[config.mk]
export PLATFORM = sky130hd
export DESIGN_NAME = qfa_cell
export DESIGN_NICKNAME = d
export VERILOG_FILES = /design/src/design/qfa_pkg.sv /design/src/design/qfa_cell.sv
export SDC_FILE = /design/constraint.sdc
export NUM_CORES = 1
export LEC_CHECK = 0
export BUFFER_PORTS_ARGS = -buffer_cell sky130_fd_sc_hd__buf_2
export CORE_AREA = 5 5 162 164
export CTS_CLUSTER_DIAMETER = 100
export CTS_CLUSTER_SIZE = 28
export DETAILED_ROUTE_END_ITERATION = 10
export DIE_AREA = 0 0 167 169
export MAX_ROUTING_LAYER = met4
export SETUP_SLACK_MARGIN = 0.3
export SKIP_CTS_REPAIR_TIMING = 1
export SYNTH_ARGS = -nofsm -noshare
export SYNTH_HDL_FRONTEND = slang
export SYNTH_SLANG_ARGS = --single-unit
export TNS_END_PERCENT = 5
[constraint.sdc]
create_clock -name clk -period 5.1 [get_ports clk]
set_input_delay 0.51 -clock clk [delete_from_list [all_inputs] [get_ports clk]]
set_output_delay 0.51 -clock clk [all_outputs]
set_load 0.005 [all_outputs]
[src/design/qfa_pkg.sv]
package qfa_pkg;

  typedef enum logic [2:0] {
    OP_ADD = 3'd0,
    OP_SUB = 3'd1,
    OP_MUL = 3'd2,
    OP_DIV = 3'd3,
    OP_INC = 3'd4,
    OP_DEC = 3'd5,
    OP_MIN = 3'd6,
    OP_MAX = 3'd7
  } op_t;

  localparam logic [31:0] WORD_MAX = 32'h7fff_ffff;
  localparam logic [31:0] WORD_MIN = 32'h8000_0000;

  typedef struct packed {
    logic [2:0]         req_type;
    logic signed [31:0] operand_a;
    logic signed [31:0] operand_b;
  } in_item_t;

  typedef struct packed {
    logic signed [31:0] result_value;
    logic               a_less;
    logic               a_equal;
    logic               a_greater;
    logic               overflow;
    logic               divide_by_zero;
  } out_item_t;

  // Context that rides along the divider chain with each item.
  typedef struct packed {
    op_t         op;
    logic [31:0] fast_res;
    logic        fast_ovf;
    logic        a_less;
    logic        a_equal;
    logic        a_greater;
    logic        neg;
    logic        dz;
    logic [31:0] d;
    logic [63:0] prod;
  } ctx_t;

endpackage

[src/design/qfa_cell.sv]
module qfa_cell import qfa_pkg::*; #(
  parameter int NW = 40
) (
  input  logic          clk,
  input  logic          rst_n,
  input  logic          en,
  input  logic          in_valid,
  input  ctx_t          in_ctx,
  input  logic [31:0]   in_rem,
  input  logic [NW-1:0] in_word,
  output logic          valid_r,
  output ctx_t          ctx_r,
  output logic [31:0]   rem_r,
  output logic [NW-1:0] word_r
);

  logic [32:0] t, diff;
  logic        ge;

  // One restoring step: bring down the next numerator bit, try the subtract.
  assign t    = {in_rem, in_word[NW-1]};
  assign ge   = t >= {1'b0, in_ctx.d};
  assign diff = t - {1'b0, in_ctx.d};

  always_ff @(posedge clk) begin
    if (!rst_n) begin
      valid_r <= 1'b0;
    end else if (en) begin
      valid_r <= in_valid;
    end
    if (en) begin
      ctx_r  <= in_ctx;
      rem_r  <= ge ? diff[31:0] : t[31:0];
      word_r <= {in_word[NW-2:0], ge};
    end
  end

endmodule

After elaboration in Yosys (flattened, before gate mapping)
Index checks and enable logic that the tools add are counted.

Output and inout bits: 210. Flip-flop bits (word level): 210. Logic and storage cells: 16. Input port bits: 213.

Mux-type cells: 1. Order comparisons: 1. $add $sub $neg: 1.

Operators with widths (count): $ge 33x32->1 (1); $mux 32 (1); $sub 32x32->32 (1).

Longest topological paths before layout
Depth after elaboration: 2. Depth in mapped cells: 13. Gate-level depth less buffers: 12.

Least setup slack after synthesis
No wires, ideal clock.

Kind: input -> register. Start: input in_ctx[71] in the netlist's numbering. End: register rem_r[13] (data pin). Required time: 4.838 ns. Library setup time: 0.262 ns. Stages: 12. Data arrival time: 3.024 ns. Setup slack: 1.814 ns. Path buffers: 2. Path through: inv_1 > ha_1 > buf_2 > nand4_1 > or4_1 > a21oi_1 > nor3_1 > a211oi_2 > o21ai_2 > o31ai_4 > buf_4 > mux2_1.

Longest elaborated chain between the ends: 2. Elaborated cells between the ends (all ways): 3. Those cells by class: add/sub: 1; order compare: 1; mux: 1.

RTL lines: from (decl) (RTL line qfa_cell.sv:8) `input ctx_t in_ctx,`; $sub 32x32->32 / $ge 33x32->1 (equally long branches) (RTL line qfa_cell.sv:23, qfa_cell.sv:22); $mux 32 (*) (RTL line qfa_cell.sv:33) `rem_r <= ge ? diff[31:0] : t[31:0];`; to (signal assigned) (RTL line qfa_cell.sv:33); to (decl) (RTL line qfa_cell.sv:13) `output logic [31:0] rem_r,`.

Mark *: on every way between the ends. The rest lies on a longest branch, timed or not. A chain may end at the register's enable or synchronous reset.

Worst setup path after layout
Start: input in_ctx[64] in the netlist's numbering. End: register rem_r[30] (data pin).

Same word-level chain as after synthesis.

==> reports/metrics.cfg <==
[synthesis]
synth.largest_area_cell = sky130_fd_sc_hd__edfxtp_1
ys_top_cells_by_area = sky130_fd_sc_hd__edfxtp_1 74%, sky130_fd_sc_hd__ha_1 4.7%, sky130_fd_sc_hd__a21oi_1 3.3%
synth.net_count = 803
synth.distinct_cells = 49
syn_avg_cell_area_um2 = 15.30
synth-seq-area-share_pct = 73.88
synth_enable_flop_cells = 209
synth_largest_type_area_fraction_pct = 73.65
synth.cell_area_mm2 = 0.008522
yosys_register_bits = 210
synth-warning-count = 0
synth-main-ff-cell = sky130_fd_sc_hd__edfxtp_1
synthArstFlopShare_pct = 0
netlist_instances = 557

[critical_path]
setup.reg_to_reg.worst_slack_ns = 4.50
crit_end = rem_r[30]
crit_start = in_ctx[64]
critical_path.cell_chain = buf_2 > ha_1 > fa_1 > nand2b_1 > a21oi_1 > o21ai_0 > o311a_1 > a31oi_1 > a21oi_1 > o41ai_1 > xor2_1 > mux2_1
critPathMaxStageDelay_ns = 0.41
r2r-start = valid_r
critical_path_stages = 12
crit_path_end_kind = flop
crit_required_ns = 5.33
ff2ff_path_depth = 2
cp_top_family = compound AO/OA/AOI/OAI gates
critPathKind = in2reg
crit_path_top_delay_cell = sky130_fd_sc_hd__fa_1
worst-endpoint-arrival_ns = 3.53
cp-start-kind = input pin
timing.critical_path.fanout_max = 4
cp_common_cell = sky130_fd_sc_hd__a21oi_1
rr_endpoint = valid_r
critical_path.n_buffers_inverters = 1

[placement]
place.detailed.instances = 1295
pre_cts_slack_ns = 1.353
globalplace.congestion = 0.8809
dpl_cell_area_mm2 = 0.01100
port-buffer-count = 422
place.detailed.hpwl_um = 20890

[detailed_routing]
route.vias.total = 6096
detail_route.wl_per_cell_um = 19.74
vias_per_cell = 4.632
route.antenna.remaining_nets = 0
dr.first_iter.drc_count = 406
detailedRoute.firstPassIterationCount = 5
post-route-drc-count = 0
routed_wl_um = 25970

[timing]
grt_setup_unrepaired = no
maximum_clock_rate_mhz = 302.8
setup_viol = 0
drv_slew = 0
finalCriticalPeriod_ns = 3.302
worst_clock_skew_ns = 0
layout_worst_path_cycle_share_pct = 64.74
measured_slew_at_the_worst_slew_check_pin_ns = 1.039
timing.max_slew.rel_slack_pct = 30.73
final_hold_viol_count = 0
setup_ws_ns = 1.798
setup_tns_after_final_layout_ns = 0

[clock_tree]
clock_tree.buffer_depth = 3
cts_tree = done
tritoncts.num_buffers = 12
cts.sinks = 210
htree_num_levels = 1
cts.root.buffer_cell = sky130_fd_sc_hd__clkbuf_16
insertion_delay_to_the_later_sink_of_the_worst_skew_pair_ns = 0.47
clk_pin_slew_worst_paths_ns = 0.11

[status]
run_status = finished, final reports clean

[pwr]
total_power_w = 0.003801
irDropWorstVdd_v = 0.0002810
leakage_power_summed_over_all_cells_nw = 4.966
power_per_cell_area_mw_per_mm2 = 333.6

[global_route]
grt_pass1_wl_um = 37770
first_global_vias = 6183
globalRouteTotalUtil_pct = 17.78
pin_count_of_the_biggest_net_entering_global_routing = 139
grt_overflow_total = 0
antenna_found_initial = 3

[floorplan]
floorplan.rows = 58
initial_utilization_pct = 34.44
coreArea_mm2 = 0.02475
die_area_mm2 = 0.02822
io-pin-count = 423
die_w_um = 167
die_y_um = 169

[finish]
number_of_nets_in_the_layout = 1225
layout-area-overhead-vs-synth_pct = 33.68
fraction_of_layout_cells_with_a_size_suffix_above_1_pct = 45.98
final_design_area_excluding_fillers_mm2 = 0.01139
finish.cell_count_without_fillers = 1316

[min_path]
hold_path_class = in2reg

[run]
max_cap_violations = 0

-- report_power, final --
| group | internal (W) | leakage [nW] | switching (W) |
|---|---|---|---|
| sequential | 0.00208 | 2.05 | 0.0000357 |
| combinational | 0.000282 | 2.73 | 0.000342 |
| clock | 0.000487 | 0.185 | 0.000572 |
| total | 0.00285 | 4.97 | 0.000950 |
-- worst reg2reg max path: stages (launching register included) --
cell                      delay, ns
sky130_fd_sc_hd__dfxtp_1       0.32
sky130_fd_sc_hd__mux2i_1       0.12
sky130_fd_sc_hd__nor2b_1       0.06
-- how the worst min path moves through the flow --
stage                     depth (start not counted)         from    endpoint  slack, ns
after global placement                            2      valid_r     valid_r       0.50
final                                             1  in_word[14]  word_r[15]       0.19
after floorplan                                   2      valid_r     valid_r       0.51
after CTS                                         1   in_ctx[56]   ctx_r[56]       0.16
after detailed placement                          2      valid_r     valid_r       0.51
after global routing                              1  in_ctx[132]  ctx_r[132]       0.15
-- metrics by stage --
step / util [%] / hold WS, ns
floorplan: - / 0.5073
global placement: 44.44 / 0.5000
detailed placement: 44.44 / 0.5051
CTS: 46.01 / 0.1623
global route: 46.04 / 0.1541
finish: 46.04 / 0.1942
-- Yosys cell counts, drive strengths merged (7+ instances only) --
cell and instances:
nand2 26, nor2 35, ha 32, buf 11, o21ai 18, xnor2 15, edfxtp 209, a21o 12
xor2 12, a21oi 56, inv 38, mux2 10, nand3 8, clkbuf 7, nand4 8
-- per-layer routing --
layer / global-route usage [%] / up-vias / routed length (µm)
met5: - / - / 0
li1: - / 2938 / -
met2: 32.41 / 244 / 13750
met4: 3.949 / 0 / 524
met1: 19.84 / 2877 / 9817
met3: 4.320 / 37 / 1878
-- registers in the layout, summed over array words and instances, names as in the netlist --
signal and count:
rem_r 32, word_r 40, valid_r 1, ctx_r 137
-- layout make-up --
class | count | area [µm²]
multi-input cells | 291 | 1993
fillers | 2288 | 13350
repair buffers | 426 | 2152
clock buffers | 15 | 332.8
inverters | 38 | 142.6
clock inverters | 3 | 55.05
well taps | 330 | 412.9
flip-flops and latches | 210 | 6296
diodes | 3 | 7.507
-- placed cells by master, fill, tap and decap left out, types with 8 or more instances in the layout --
| cell type | count |
|---|---|
| sky130_fd_sc_hd__a21o_1 | 12 |
| sky130_fd_sc_hd__a21oi_1 | 56 |
| sky130_fd_sc_hd__buf_2 | 421 |
| sky130_fd_sc_hd__clkbuf_16 | 13 |
| sky130_fd_sc_hd__edfxtp_1 | 209 |
| sky130_fd_sc_hd__ha_1 | 32 |
| sky130_fd_sc_hd__inv_1 | 38 |
| sky130_fd_sc_hd__nand2_1 | 26 |
| sky130_fd_sc_hd__nand3_1 | 8 |
| sky130_fd_sc_hd__nand4_1 | 8 |
| sky130_fd_sc_hd__nor2_1 | 35 |
| sky130_fd_sc_hd__o21ai_0 | 16 |
| sky130_fd_sc_hd__xnor2_1 | 15 |
| sky130_fd_sc_hd__xor2_1 | 12 |
-- logic make-up (layout without fill, tap and decap cells) --
family / Yosys count / count (layout) / synth area share, %
simple gates: 100 / 100 / 5.535
buf+inv: 56 / 482 / 2.731
flops: 210 / 210 / 73.88
fa+ha+maj: 33 / 33 / 4.933
mux: 12 / 12 / 1.556
compound gates: 119 / 119 / 8.589
other cells: 0 / 3 / 0
xor+xnor: 27 / 27 / 2.775
(Power assumes the default switching activity.)
