File: src/design/qfa_pkg.sv
package qfa_pkg;

  typedef enum logic [2:0] {
    OP_ADD = 3'd0,
    OP_SUB = 3'd1,
    OP_MUL = 3'd2,
    OP_DIV = 3'd3,
    OP_INC = 3'd4,
    OP_DEC = 3'd5,
    OP_MIN = 3'd6,
    OP_MAX = 3'd7
  } op_t;

  localparam logic [31:0] WORD_MAX = 32'h7fff_ffff;
  localparam logic [31:0] WORD_MIN = 32'h8000_0000;

  typedef struct packed {
    logic [2:0]         req_type;
    logic signed [31:0] operand_a;
    logic signed [31:0] operand_b;
  } in_item_t;

  typedef struct packed {
    logic signed [31:0] result_value;
    logic               a_less;
    logic               a_equal;
    logic               a_greater;
    logic               overflow;
    logic               divide_by_zero;
  } out_item_t;

  // Context that rides along the divider chain with each item.
  typedef struct packed {
    op_t         op;
    logic [31:0] fast_res;
    logic        fast_ovf;
    logic        a_less;
    logic        a_equal;
    logic        a_greater;
    logic        neg;
    logic        dz;
    logic [31:0] d;
    logic [63:0] prod;
  } ctx_t;

endpackage

File: src/design/qfa_front.sv
module qfa_front import qfa_pkg::*; #(
  parameter int FRAC_BITS = 8,
  parameter int NW = 32 + FRAC_BITS
) (
  input  logic          clk,
  input  logic          rst_n,
  input  logic          en,
  input  logic          in_valid,
  input  in_item_t      in_data,
  output logic          valid_r,
  output ctx_t          ctx_r,
  output logic [NW-1:0] word_r
);

  logic signed [31:0] a, b;
  logic [32:0] s;
  logic [31:0] ma, mb;
  ctx_t        ctx_nxt;
  op_t         op;

  assign a  = in_data.operand_a;
  assign b  = in_data.operand_b;
  assign op = op_t'(in_data.req_type);
  assign ma = a[31] ? 32'(-a) : a;
  assign mb = b[31] ? 32'(-b) : b;

  always_comb begin
    case (op)
      OP_SUB:  s = {a[31], a} - {b[31], b};
      OP_INC:  s = {a[31], a} + 33'd1;
      OP_DEC:  s = {a[31], a} - 33'd1;
      default: s = {a[31], a} + {b[31], b};
    endcase
    ctx_nxt           = '0;
    ctx_nxt.op        = op;
    ctx_nxt.a_less    = a < b;
    ctx_nxt.a_equal   = a == b;
    ctx_nxt.a_greater = a > b;
    ctx_nxt.neg       = a[31] ^ b[31];
    ctx_nxt.dz        = (b == 32'sd0);
    ctx_nxt.d         = mb;
    ctx_nxt.prod      = 64'(ma) * 64'(mb);
    if (s[32] != s[31]) begin
      ctx_nxt.fast_ovf = 1'b1;
      ctx_nxt.fast_res = s[32] ? WORD_MIN : WORD_MAX;
    end else begin
      ctx_nxt.fast_res = s[31:0];
    end
    if (op == OP_MIN) begin
      ctx_nxt.fast_ovf = 1'b0;
      ctx_nxt.fast_res = (a < b) ? a : b;
    end else if (op == OP_MAX) begin
      ctx_nxt.fast_ovf = 1'b0;
      ctx_nxt.fast_res = (a > b) ? a : b;
    end
  end

  always_ff @(posedge clk) begin
    if (!rst_n) begin
      valid_r <= 1'b0;
    end else if (en) begin
      valid_r <= in_valid;
    end
    if (en) begin
      ctx_r  <= ctx_nxt;
      word_r <= {ma, {FRAC_BITS{1'b0}}};
    end
  end

endmodule

File: config.mk
export PLATFORM = sky130hd
export DESIGN_NAME = qfa_front
export DESIGN_NICKNAME = d
export VERILOG_FILES = /design/src/design/qfa_pkg.sv /design/src/design/qfa_front.sv
export SDC_FILE = /design/constraint.sdc
export NUM_CORES = 2
export LEC_CHECK = 0
export BUFFER_PORTS_ARGS = -buffer_cell sky130_fd_sc_hd__buf_4
export CAP_MARGIN = 0
export CORE_ASPECT_RATIO = 1.25
export CORE_MARGIN = 5
export CORE_UTILIZATION = 45
export DETAILED_ROUTE_END_ITERATION = 10
export GPL_TIMING_DRIVEN = 0
export PLACE_DENSITY = 0.63
export SLEW_MARGIN = 20
export SYNTH_ARGS = -nofsm -noshare
export SYNTH_HDL_FRONTEND = slang
export SYNTH_SLANG_ARGS = --single-unit
File: constraint.sdc
create_clock -name clk -period 13.3 [get_ports clk]
set_input_delay 3.99 -clock clk [delete_from_list [all_inputs] [get_ports clk]]
set_output_delay 3.99 -clock clk [all_outputs]
set_load 0.02 [all_outputs]
# Word-level counts from Yosys, hierarchy flattened
# Cells that the tools add are included.
[classes] n_addsub=6 mul=1 order_cmp=2 eq_ne=7 n_mux=10 bitwise=1 reduce_logical=2
[op_table] operator="32-bit two-way mux" n=6
[op_table] operator="33-bit case mux with 3 select lines" n=1
[op_table] operator="33-bit two-way mux" n=2
[op_table] operator="32-bit by 32-bit multiplier with 64-bit output" n=1
[op_table] operator="32-bit negation" n=2
[op_table] operator="32-bit by 2-bit adder with 33-bit output, second input constant" n=1
[op_table] operator="32-bit by 32-bit adder with 33-bit output" n=1
[op_table] operator="32-bit by 2-bit subtractor with 33-bit output, second input constant" n=1
[op_table] operator="32-bit by 32-bit subtractor with 33-bit output" n=1
[op_table] operator="32-bit == test" n=1
[op_table] operator="32-bit > comparator" n=1
[op_table] operator="32-bit logical NOT" n=1
[op_table] operator="32-bit less-than comparator" n=1
[op_table] operator="3-bit == test, second input constant" n=4
[op_table] operator="3-bit by 1-bit == test with 1-bit output, second input constant" n=1
[op_table] operator="2-bit OR reduction" n=1
[op_table] operator="1-bit two-way mux" n=1
[op_table] operator="1-bit inequality test" n=1
[op_table] operator="1-bit bitwise XOR" n=1
[totals] regBits=170 input_bits=71 output_inout_bits=178

# Longest topological paths before layout
[depth] ltp_word=6 ltp_mapped=40

# Least setup slack after synthesis
# Ideal clock, no wire load.
[synth_path] path_kind="input port to flip-flop" from="input in_data[32] (netlist name)" to="register ctx_r[59] (netlist name) (data pin)" arrival_ns=13.518 setup_slack_ns=-0.477 cell_stages=40 n_path_buf=4 path_cell_list="clkbuf_1 > inv_1 > clkbuf_1 > ha_1 > nand2b_1 > or4_1 > or4_1 > or3_1 > o31ai_2 > and2_1 > nand2_1 > xnor2_1 > inv_1 > clkbuf_1 > nand2_1 > fa_1 > inv_1 > fa_1 > [4 not listed] > fa_1 > fa_1 > fa_1 > inv_1 > fa_1 > inv_1 > ha_1 > clkbuf_1 > a21oi_1 > o21ai_0 > a21oi_1 > o21ai_0 > a221o_1 > a31oi_1 > o31ai_1 > a221o_1 > a21oi_1 > xnor2_1"
[synth_lines] item="start: declaration" line="qfa_front.sv:9" rtl="input in_item_t in_data,"
[synth_lines] item="end signal: assignment" line="qfa_front.sv:65" rtl="ctx_r <= ctx_nxt;"
[synth_lines] item="end: declaration" line="qfa_front.sv:11" rtl="output ctx_t ctx_r,"

==> results_dict.tcl <==
set metrics [dict create \
    dieHeight_um 360.7 \
    path_clk_slew_ns 0.08 \
    required_ns 13.59 \
    worst-path-buf-inv 6 \
    drt_iter0_markers 3918 \
    cpPeakStageDelay_ns 0.55 \
    ys_seq_area_frac 0.1151 \
    crit_path_end_kind "register" \
    hp-class "reg -> reg" \
    cp_top_family "adder cells" \
    area.growth.synth_to_final_pct 17.74 \
    layout_commonest_cell "inv_1" \
    synth-warning-count 0 \
    setup_ws_ns -0.1922 \
    worstSetupPathType "in -> reg" \
    synth_xor_area_frac 0.04110 \
    grt_pass1_wl_mm 268.6 \
    ff_latch_area_um2 5095 \
    syn_inst 4982 \
    cap_violations 0 \
    synth_mux_area_frac 0.007942 \
    boundaryPins 249 \
    num_vias 38320 \
    rows 128 \
    portBuffers 239 \
    mostFrequentLayoutCells "941 x inv_1, 879 x fa_1, 625 x nor2_1" \
    fin_skew_ns 0 \
    start_util 0.4539 \
    asyncSetResetFlopFracSynth 0 \
    first_pass_iters 6 \
    cts_tree "done" \
    timing.rr.start "valid_r" \
    yosysTopAreaCell "fa_1" \
    final_util 0.5344 \
    synth_top_family_by_area "adder cells" \
    crit_path_frequent_cell "fa_1" \
    nNetsFinal 6697 \
    synth_compound_area_frac 0.08765 \
    synth_area_leaders "fa_1 41%, edfxtp_1 11%, ha_1 9.4%, inv_1 8.2%, nor2_1 5.4%" \
    ant_nets 0 \
    hold_viol 0 \
    drc_errors 0 \
    wl_per_cell_um 27.61 \
    grt_max_degree 89 \
    ys.flop_type "edfxtp_1" \
    startpoint_type "input pin" \
    reg2reg_slack_ns 12.70 \
    multiInputGateArea_um2 36000 \
    finalWirelength_mm 185.2 \
    synth_cell_types 87 \
    antenna_found_initial 6 \
    grt.overflow.total 0 \
    status "complete, but fails checks" \
    drv_slew 0 \
    synth-simple-area-share 0.1402 \
    post_drt_via_cell_ratio 5.711 \
    fin_crit_sh 1.014 \
    clkLatencyLatePin_ns 0.54 \
    crit_path_top_delay_cell "or4_4" \
    hpwlAfterDp_mm 152.3 \
    rr_endpoint "valid_r" \
    clock.fmax_mhz 74.12 \
    nFillCells 8998 \
    min_from "valid_r" \
    violations "setup timing" \
    root_buffer "clkbuf_16" \
    synth_edf_count 169 \
    netlist_area_um2 44270 \
    hold_buffers 0 \
    die_area_um2 104800 \
    grtUsageTotal 0.3500 \
    grt_pass1_vias 39970 \
    cp_max_fo 6 \
    synth_top_area_share 0.4061 \
    syn-mean-instance-area_um2 8.885 \
    finalCriticalPeriod_ns 13.49 \
    maxSlewHeadroom 0.2698 \
    ctsLongestPathBuffers 2 \
    hold-path-endpoint "valid_r" \
    cp.arrival_ns 13.78 \
    synth_fa_ha_area_frac 0.4999 \
    die_w_um 290.5 \
    numClockSinks 170 \
    globalplace.congestion 1.039 \
    drive_gt1_frac 0.1561 \
    htree_levels 4 \
    setup-violations-final 15 \
    r2r_cells 2 \
    tightest_slew_ns 1.095 \
    cts_buffers 17 \
    ys_ff_latch 170 \
    rsz0062_at_grt "true" \
    min_path_cells 2 \
    coreArea_um2 97530 \
]
routing by layer:
metal	global-route usage	vias to the layer above	routed length, µm
li1	-	16230	-
met1	0.4294	19280	67250
met2	0.5636	2194	84930
met3	0.06883	613	16910
met4	0.2337	4	16130
met5	0	-	31
how the worst max path moves through the flow:
stage	startpoint	slack, ns	endpoint	depth (start not counted)
after detailed placement	in_data[32]	-3.57	ctx_r[57]	35
after global routing	in_data[36]	-0.41	ctx_r[58]	31
after floorplan	in_data[35]	-0.12	ctx_r[59]	35
final	in_data[36]	-0.19	ctx_r[58]	33
after global placement	in_data[32]	-4.43	ctx_r[59]	32
after CTS	in_data[36]	-0.15	ctx_r[56]	33
kinds of logic (layout without fill, tap and decap cells):
logic type	Yosys count	in the layout
AND/OR/NAND/NOR	1471	1471
buffers and inverters	1250	1669
other	1	10
flip-flops	170	170
AO/OA/AOI/OAI	622	622
multiplexers	35	35
adder cells (fa/ha/maj)	1230	1230
XOR/XNOR	203	203
area by class of cell:
class,count,share of cell area
clock inverters,13,0.002665
plain buffers,243,0.03150
clock buffers,18,0.008234
multi-input cells,3569,0.6907
well taps,1300,0.03121
repair buffers,406,0.06419
diodes,2,0.00009602
flip-flops and latches,170,0.09775
inverters,989,0.07363
flip-flops by register name, indices dropped and copies added (netlist names):
name and cells:
word_r 32, ctx_r 137, valid_r 1
stage by stage:
| step | instances | hold WS, ns | setup TNS [ns] | area (µm²) | worst slack (ns) |
|---|---|---|---|---|---|
| floorplan | 4989 | 0.5893 | -0.2299 | 44450 | -0.1208 |
| global placement | 6528 | 0.5077 | -151.16 | 47870 | -4.430 |
| detailed placement | 6536 | 0.5228 | -120.32 | 48200 | -3.569 |
| CTS | 6674 | 0.5388 | -1.285 | 51310 | -0.1536 |
| global route | 6709 | 0.5650 | -5.294 | 52120 | -0.4069 |
| finish | 6710 | 0.5339 | -1.589 | 52120 | -0.1922 |
timing repair:
item / 4_1_cts / 5_1_grt
buffers inserted: 122 / 39
pin swaps: 85 / 60
resized for setup: 381 / 139
endpoints found under the setup margin: 47 / 31
gates cloned: 0 / 1
synthesized netlist by cell type (9+ instances only):
library cell  count
o211ai_1         18
xor2_1           69
edfxtp_1        169
mux2i_1          34
nand2_2          15
a211oi_1         18
fa_1            898
a21o_1           50
o22ai_1          28
and3_1           18
nor2_1          631
clkinv_1         21
nand3_1          35
nand2b_1         33
xnor2_1         130
o21a_1           11
o21ai_0         144
a21oi_1         204
and2_1           46
o31ai_1          16
nand4_1          26
buf_1             9
nor2b_1          14
or4_1             9
nand2_1         564
clkbuf_1        232
o21bai_1         17
inv_1           964
a31oi_1          21
nor3_1           31
a221oi_1         23
ha_1            332
nor2_2           10
a22oi_1           9
or3_1            10
worst reg2reg max path, delay by kind of cell (launching register included):
family           cells  cell delay (ns)
muxes                1             0.12
and+or+nand+nor      1             0.06
DFF                  1             0.32
Power is left out: the tool's default activity adds up to more than one toggle a clock period on the data nets, which glitch-free logic cannot reach.
