<file path="config.mk">
export PLATFORM = sky130hd
export DESIGN_NAME = qfa_finish
export DESIGN_NICKNAME = d
export VERILOG_FILES = /design/src/design/qfa_pkg.sv /design/src/design/qfa_finish.sv
export SDC_FILE = /design/constraint.sdc
export NUM_CORES = 1
export LEC_CHECK = 0
export ABC_AREA = 0
export BUFFER_PORTS_ARGS = -buffer_cell sky130_fd_sc_hd__buf_4
export CAP_MARGIN = 30
export CELL_PAD_IN_SITES_DETAIL_PLACEMENT = 2
export CELL_PAD_IN_SITES_GLOBAL_PLACEMENT = 2
export CORE_MARGIN = 2
export CORE_UTILIZATION = 28
export DETAILED_ROUTE_END_ITERATION = 10
export PLACE_DENSITY_LB_ADDON = 0.1
export SETUP_SLACK_MARGIN = 0.1
export SYNTH_ARGS = -nofsm -noshare
export SYNTH_HDL_FRONTEND = slang
export SYNTH_SLANG_ARGS = --single-unit
</file>
<file path="constraint.sdc">
create_clock -name clk -period 8.8 [get_ports clk]
set_input_delay 0.44 -clock clk [delete_from_list [all_inputs] [get_ports clk]]
set_output_delay 0.44 -clock clk [all_outputs]
set_load 0.01 [all_outputs]
</file>
<file path="src/design/qfa_pkg.sv">
package qfa_pkg;

  typedef enum logic [2:0] {
    OP_ADD = 3'd0,
    OP_SUB = 3'd1,
    OP_MUL = 3'd2,
    OP_DIV = 3'd3,
    OP_INC = 3'd4,
    OP_DEC = 3'd5,
    OP_MIN = 3'd6,
    OP_MAX = 3'd7
  } op_t;

  localparam logic [31:0] WORD_MAX = 32'h7fff_ffff;
  localparam logic [31:0] WORD_MIN = 32'h8000_0000;

  typedef struct packed {
    logic [2:0]         req_type;
    logic signed [31:0] operand_a;
    logic signed [31:0] operand_b;
  } in_item_t;

  typedef struct packed {
    logic signed [31:0] result_value;
    logic               a_less;
    logic               a_equal;
    logic               a_greater;
    logic               overflow;
    logic               divide_by_zero;
  } out_item_t;

  // Context that rides along the divider chain with each item.
  typedef struct packed {
    op_t         op;
    logic [31:0] fast_res;
    logic        fast_ovf;
    logic        a_less;
    logic        a_equal;
    logic        a_greater;
    logic        neg;
    logic        dz;
    logic [31:0] d;
    logic [63:0] prod;
  } ctx_t;

endpackage

</file>
<file path="src/design/qfa_finish.sv">
module qfa_finish import qfa_pkg::*; #(
  parameter int FRAC_BITS = 8,
  parameter int NW = 32 + FRAC_BITS
) (
  input  logic          clk,
  input  logic          rst_n,
  input  logic          en,
  input  logic          in_valid,
  input  ctx_t          in_ctx,
  input  logic [31:0]   in_rem,
  input  logic [NW-1:0] in_word,
  output logic          valid_r,
  output out_item_t     data_r
);

  logic        up;
  logic [63:0] m, op_x, op_y, sum;
  logic        big;
  out_item_t   data_nxt;

  assign up = {in_rem, 1'b0} >= {1'b0, in_ctx.d};

  always_comb begin
    if (in_ctx.op == OP_MUL) begin
      op_x = in_ctx.prod;
      op_y = 64'(1) << (FRAC_BITS - 1);
    end else begin
      op_x = 64'(in_word);
      op_y = 64'(up);
    end
    sum = op_x + op_y;
    m   = (in_ctx.op == OP_MUL) ? (sum >> FRAC_BITS) : sum;
    big = in_ctx.neg ? (m > 64'h8000_0000) : (m > 64'h7fff_ffff);

    data_nxt                = '0;
    data_nxt.a_less         = in_ctx.a_less;
    data_nxt.a_equal        = in_ctx.a_equal;
    data_nxt.a_greater      = in_ctx.a_greater;
    data_nxt.result_value   = in_ctx.fast_res;
    data_nxt.overflow       = in_ctx.fast_ovf;
    if (in_ctx.op == OP_MUL || in_ctx.op == OP_DIV) begin
      data_nxt.overflow = big;
      if (big) begin
        data_nxt.result_value = in_ctx.neg ? WORD_MIN : WORD_MAX;
      end else begin
        data_nxt.result_value = in_ctx.neg ? 32'(-m[31:0]) : m[31:0];
      end
    end
    if (in_ctx.op == OP_DIV && in_ctx.dz) begin
      data_nxt.result_value   = '0;
      data_nxt.overflow       = 1'b0;
      data_nxt.divide_by_zero = 1'b1;
    end
  end

  always_ff @(posedge clk) begin
    if (!rst_n) begin
      valid_r <= 1'b0;
    end else if (en) begin
      valid_r <= in_valid;
    end
    if (en) begin
      data_r <= data_nxt;
    end
  end

endmodule

</file>
* Word level (Yosys, flattened, before mapping)
Cells that the tools add are included.
Storage, ports and cells: output and inout port bits 38, input bits 213, flip-flop bits (word level) 38, word-level logic and storage cells 26
Operators by class: add/sub/neg operators 2, equality and inequality tests 2, reduce and logical (&&, ||, !) cells 2, muxes and demuxes 10, order comparisons 3
Operator list (number):
- 32-bit 2-to-1 mux | 4
- 64-bit 2-to-1 mux | 2
- 64-bit adder | 1
- 64-bit by 31-bit greater-than comparator with 1-bit output, second input constant | 1
- 64-bit by 32-bit greater-than comparator with 1-bit output, second input constant | 1
- 33-bit by 32-bit >= comparator with 1-bit output | 1
- 32-bit negation | 1
- 8-bit 2-to-1 mux | 1
- 3-bit by 2-bit == test with 1-bit output, second input constant | 2
- 1-bit 2-to-1 mux | 3
- 1-bit logical AND | 1
- 1-bit logical OR | 1

* Longest topological paths before layout
depth in word-level cells 8, depth in mapped cells 30, depth with buffers taken out 28

* Least setup slack after synthesis
No wires, ideal clock.
path type input-to-reg, start point in in_ctx[135] (netlist bit), end point reg data_r[1] (netlist bit) (data pin), arrival 6.300 ns, library setup time 0.256 ns, stages on the path 24, buffers on the path 9, path slack 2.244 ns, data required time 8.544 ns, cell sequence or3b_1 buf_2 buf_6 buf_2 buf_1 buf_2 buf_1 buf_2 buf_1 nand2_1 nand2_1 ha_1 nand4_1 o21ai_1 nand3_1 a2111oi_0 xnor2_1 a32oi_1 or3_1 or4_4 o31ai_4 buf_4 nand2_1 a22o_1
Between the ends: word-level cells in the longest chain between the ends 7
RTL lines:
- start: declaration | line qfa_finish.sv:9 | input ctx_t in_ctx,
- 3-bit by 2-bit == test with 1-bit output | line qfa_finish.sv:24, qfa_finish.sv:32, qfa_finish.sv:41
- 64-bit 2-to-1 mux / 8-bit 2-to-1 mux (equally long branches) | line qfa_finish.sv:24 | if (in_ctx.op == OP_MUL) begin
- 64-bit adder | line qfa_finish.sv:31 | sum = op_x + op_y;
- 64-bit 2-to-1 mux | line qfa_finish.sv:32 | m = (in_ctx.op == OP_MUL) ? (sum >> FRAC_BITS) : sum;
- 64-bit by 31-bit greater-than comparator with 1-bit output / 64-bit by 32-bit greater-than comparator with 1-bit output (equally long branches) | line qfa_finish.sv:33 | big = in_ctx.neg ? (m > 64'h8000_0000) : (m > 64'h7fff_ffff);
- 1-bit 2-to-1 mux | line qfa_finish.sv:33
- 1-bit 2-to-1 mux | line qfa_finish.sv:41 | if (in_ctx.op == OP_MUL || in_ctx.op == OP_DIV) begin
- end signal: assignment | line qfa_finish.sv:63 | data_r <= data_nxt;
- end: declaration | line qfa_finish.sv:13 | output out_item_t data_r
Several ways; a longest one is shown, not always the timed one. A chain may end at the register's enable or synchronous reset.

* Worst setup path in the final report
start point in in_ctx[65] (netlist bit), end point reg data_r[26] (netlist bit) (data pin)
Between the ends: word-level cells in the longest chain between the ends 8
RTL lines:
- 33-bit by 32-bit >= comparator with 1-bit output * | line qfa_finish.sv:21 | assign up = {in_rem, 1'b0} >= {1'b0, in_ctx.d};
- 8-bit 2-to-1 mux * | line qfa_finish.sv:24
- 64-bit adder * | line qfa_finish.sv:31
- 64-bit 2-to-1 mux * | line qfa_finish.sv:32
- 64-bit by 31-bit greater-than comparator with 1-bit output, or another cell as far along | line qfa_finish.sv:33
- 1-bit 2-to-1 mux / 32-bit 2-to-1 mux (equally long branches) | line qfa_finish.sv:33, qfa_finish.sv:46
- 32-bit 2-to-1 mux * | line qfa_finish.sv:43 | if (big) begin
- 32-bit 2-to-1 mux * | line qfa_finish.sv:41
Every way passes the cells marked *; elsewhere a longest branch is shown, timed or not.

==> impl_metrics.toml <==
[drt]
ant_nets = 0
viasPerCell = 5.77
drc = 0
drtIter0Drc = 385
drt_wl_total_microns = 33000
wl_per_cell_microns = 22.4
drt_first_pass_iters = 5
dr_total_vias = 8484

[place]
portBuffers = 250
hpwl_microns = 27500
gp_congestion = 0.919
place_ws_ns = 1.28
place_inst = 1462

[synth]
synth_fp_nets = 1169
netlist_instances = 921
syn_avg_cell_area_sq_um = 7.44
yosysUniqueCellTypes = 81
synth-seq-cells = 38
yosysTopAreaCell = "edfxtp_1"
yosys_most_used_dff = "edfxtp_1"
yosysTopAreaCellShare_pct = 16.2
synthTopCellsByArea = "edfxtp_1, xnor2_1, ha_1"
yosysSeqAreaShare_pct = 16.5
yosysWarnings = 0
synth_enable_flop_cells = 37
async_flop_share_pct = 0
syn_area_sq_um = 6850

[critical_path]
crit_path_start = "in_ctx[65]"
r2r_cells = 2
crit_type = "primary input to flop"
critPathMaxFanout = 15
critPathLaunchType = "primary input"
critPathCapture = "data_r[26]"
reg2reg_from = "valid_r"
timing.rr.end = "valid_r"
cpMaxStageDelayCell = "or4_4"
worstPathRequired_ns = 8.89
rrSetupSlack_ns = 8.19
end_kind = "flop"
crit_path_frequent_cell = "o21a_1"
max_stage_delay_ns = 0.70
cp_data_arrival_time_ns = 7.37

[grt]
antenna_found_initial = 2
use_met2_pct = 44.7
top_usage_layer = "met2"
grt_pass1_wl_microns = 51000
grt_max_degree = 61
use_met1_pct = 32.1
grt_remaining_overflow = 0
grt_use_total_pct = 24.9
grt_pass1_vias = 8831
grt.met3_usage_pct = 2.45

[clock_tree]
cts_tree = "built"
cts_buffers = 5
clk_pin_slew_ns = 0.05
h-tree-depth = 2
cts_setup_buffers = 0
postCtsHoldBufs = 0
clockBufferDepth = 2
clock_sinks = 38
clk_latency_ns = 0.28
cts_resized = 0
root_buffer = "clkbuf_16"

[power]
vdd_ir_drop_max_mv = 0.0781
leakagePower_uw = 0.00363
powerDensity_nw_per_um2 = 81.6

[die]
die_w_microns = 160
die_h_microns = 160
rows = 57
core_area_sq_um = 24200
io_pins = 251
start_util_pct = 28.3
die-area_sq_um = 25700

[finish]
final_cell_mix = "buf_4, nand2_1, xnor2_1, nand3_1, nor2_1"
drive_above_1_share_pct = 25.9
layout_commonest_cell = "buf_4"
syn_to_final_growth_pct = 33.8
final_cells = 1471
layout.nets = 1393

[job]
cap_violations = 0

[sta]
worst_pin_slew_ns = 1.06
fin_ws_ns = 1.53
setup_tns_ns = 0
skew_ns = 0
hold_viol = 0
period_minus_slack_ns = 7.27
drv_slew = 0
relSlewSlack_pct = 29.6
finalCritPeriodShare_pct = 82.6
rsz0062_at_grt = "false"
fmax_ghz = 0.138
setup_violations = 0

[run_status]
outcome = "finished, final reports clean"

[min_path]
hp-class = "primary input to flop"
state kept, by name, indices dropped and copies added, names as in the netlist:
signal / flops
data_r: 37
valid_r: 1
kinds of logic (layout without fill, tap and decap cells):
| logic type | count (synthesis) | after routing | share of synthesized area, % |
|---|---|---|---|
| multiplexers | 20 | 20 | 2.98 |
| buffers and inverters | 89 | 314 | 5.50 |
| other | 0 | 1 | 0 |
| flip-flops | 38 | 38 | 16.5 |
| AO/OA/AOI/OAI | 230 | 230 | 24.7 |
| adder cells (fa/ha/maj) | 35 | 35 | 6.40 |
| AND/OR/NAND/NOR | 425 | 425 | 33.2 |
| XOR/XNOR | 84 | 84 | 10.7 |
report_power, final:
part           internal [uW]  leakage (uW)  switching, uW
Clock                    112     0.0000739           69.8
Sequential               218      0.000369           5.27
Combinational            156       0.00319            186
Total                    487       0.00363            261
critical path: cells and delay by family:
family	cells	cell delay, ns
AO/OA/AOI/OAI	15	3.67
XOR/XNOR	1	0.23
adder cells (fa/ha/maj)	3	0.96
buffers and inverters	2	0.10
AND/OR/NAND/NOR	6	1.94
synthesized netlist by cell type, types with 5 or more instances:
library cell    n
nand2_1       100
xnor2_1        59
nand3_1        53
nor2_1         50
nor3_1         47
inv_1          46
nand4_1        43
nor4_1         40
edfxtp_1       37
ha_1           35
o21ai_0        34
a21oi_1        28
and3_1         26
xor2_1         25
clkbuf_1       17
mux2i_1        17
buf_2          16
o22ai_1        15
o31ai_1        15
a21o_1         12
a31oi_1        12
o211ai_1       12
o21a_1         11
a2111oi_0      10
and4_1         10
a211oi_1        8
or3_1           8
a22o_1          7
a22oi_1         6
a32o_1          6
buf_1           6
nor2b_1         6
o31a_1          6
and2_1          5
nand2b_1        5
o2111ai_1       5
or2_2           5
per-layer routing:
layer	wire length [microns]	vias to the layer above
met2	16300	239
met4	612	0
met3	1320	38
met1	14800	4197
met5	0	-
li1	-	4010
metrics by stage:
step                util (%)  hold slack, ns  area [sq um]  power, uW
finish                  37.9           0.333          9160        748
global route            37.9           0.325          9160        794
CTS                     37.9           0.324          9160        753
detailed placement      37.3           0.530          9010        569
global placement        37.2           0.504          9000        559
floorplan                  -           0.538          6850        386
layout make-up:
| cell class | count | area [sq um] |
|---|---|---|
| fillers | 2870 | 15000 |
| multi-input cells | 794 | 5350 |
| repair buffers | 260 | 1950 |
| flip-flops and latches | 38 | 1130 |
| well taps | 324 | 405 |
| inverters | 46 | 173 |
| clock buffers | 7 | 143 |
| clock inverters | 1 | 5.00 |
| diodes | 1 | 2.50 |
worst min-delay path by stage:
stage / start / endpoint / slack, ns / cells after the start
finish: in_ctx[100] / data_r[4] / 0.33 / 1
global route: in_ctx[98] / data_r[2] / 0.32 / 1
CTS: in_ctx[100] / data_r[4] / 0.32 / 1
detailed placement: valid_r / valid_r / 0.53 / 2
global placement: valid_r / valid_r / 0.50 / 2
floorplan: valid_r / valid_r / 0.54 / 2
No activity file was read; power rests on OpenSTA's default activity.
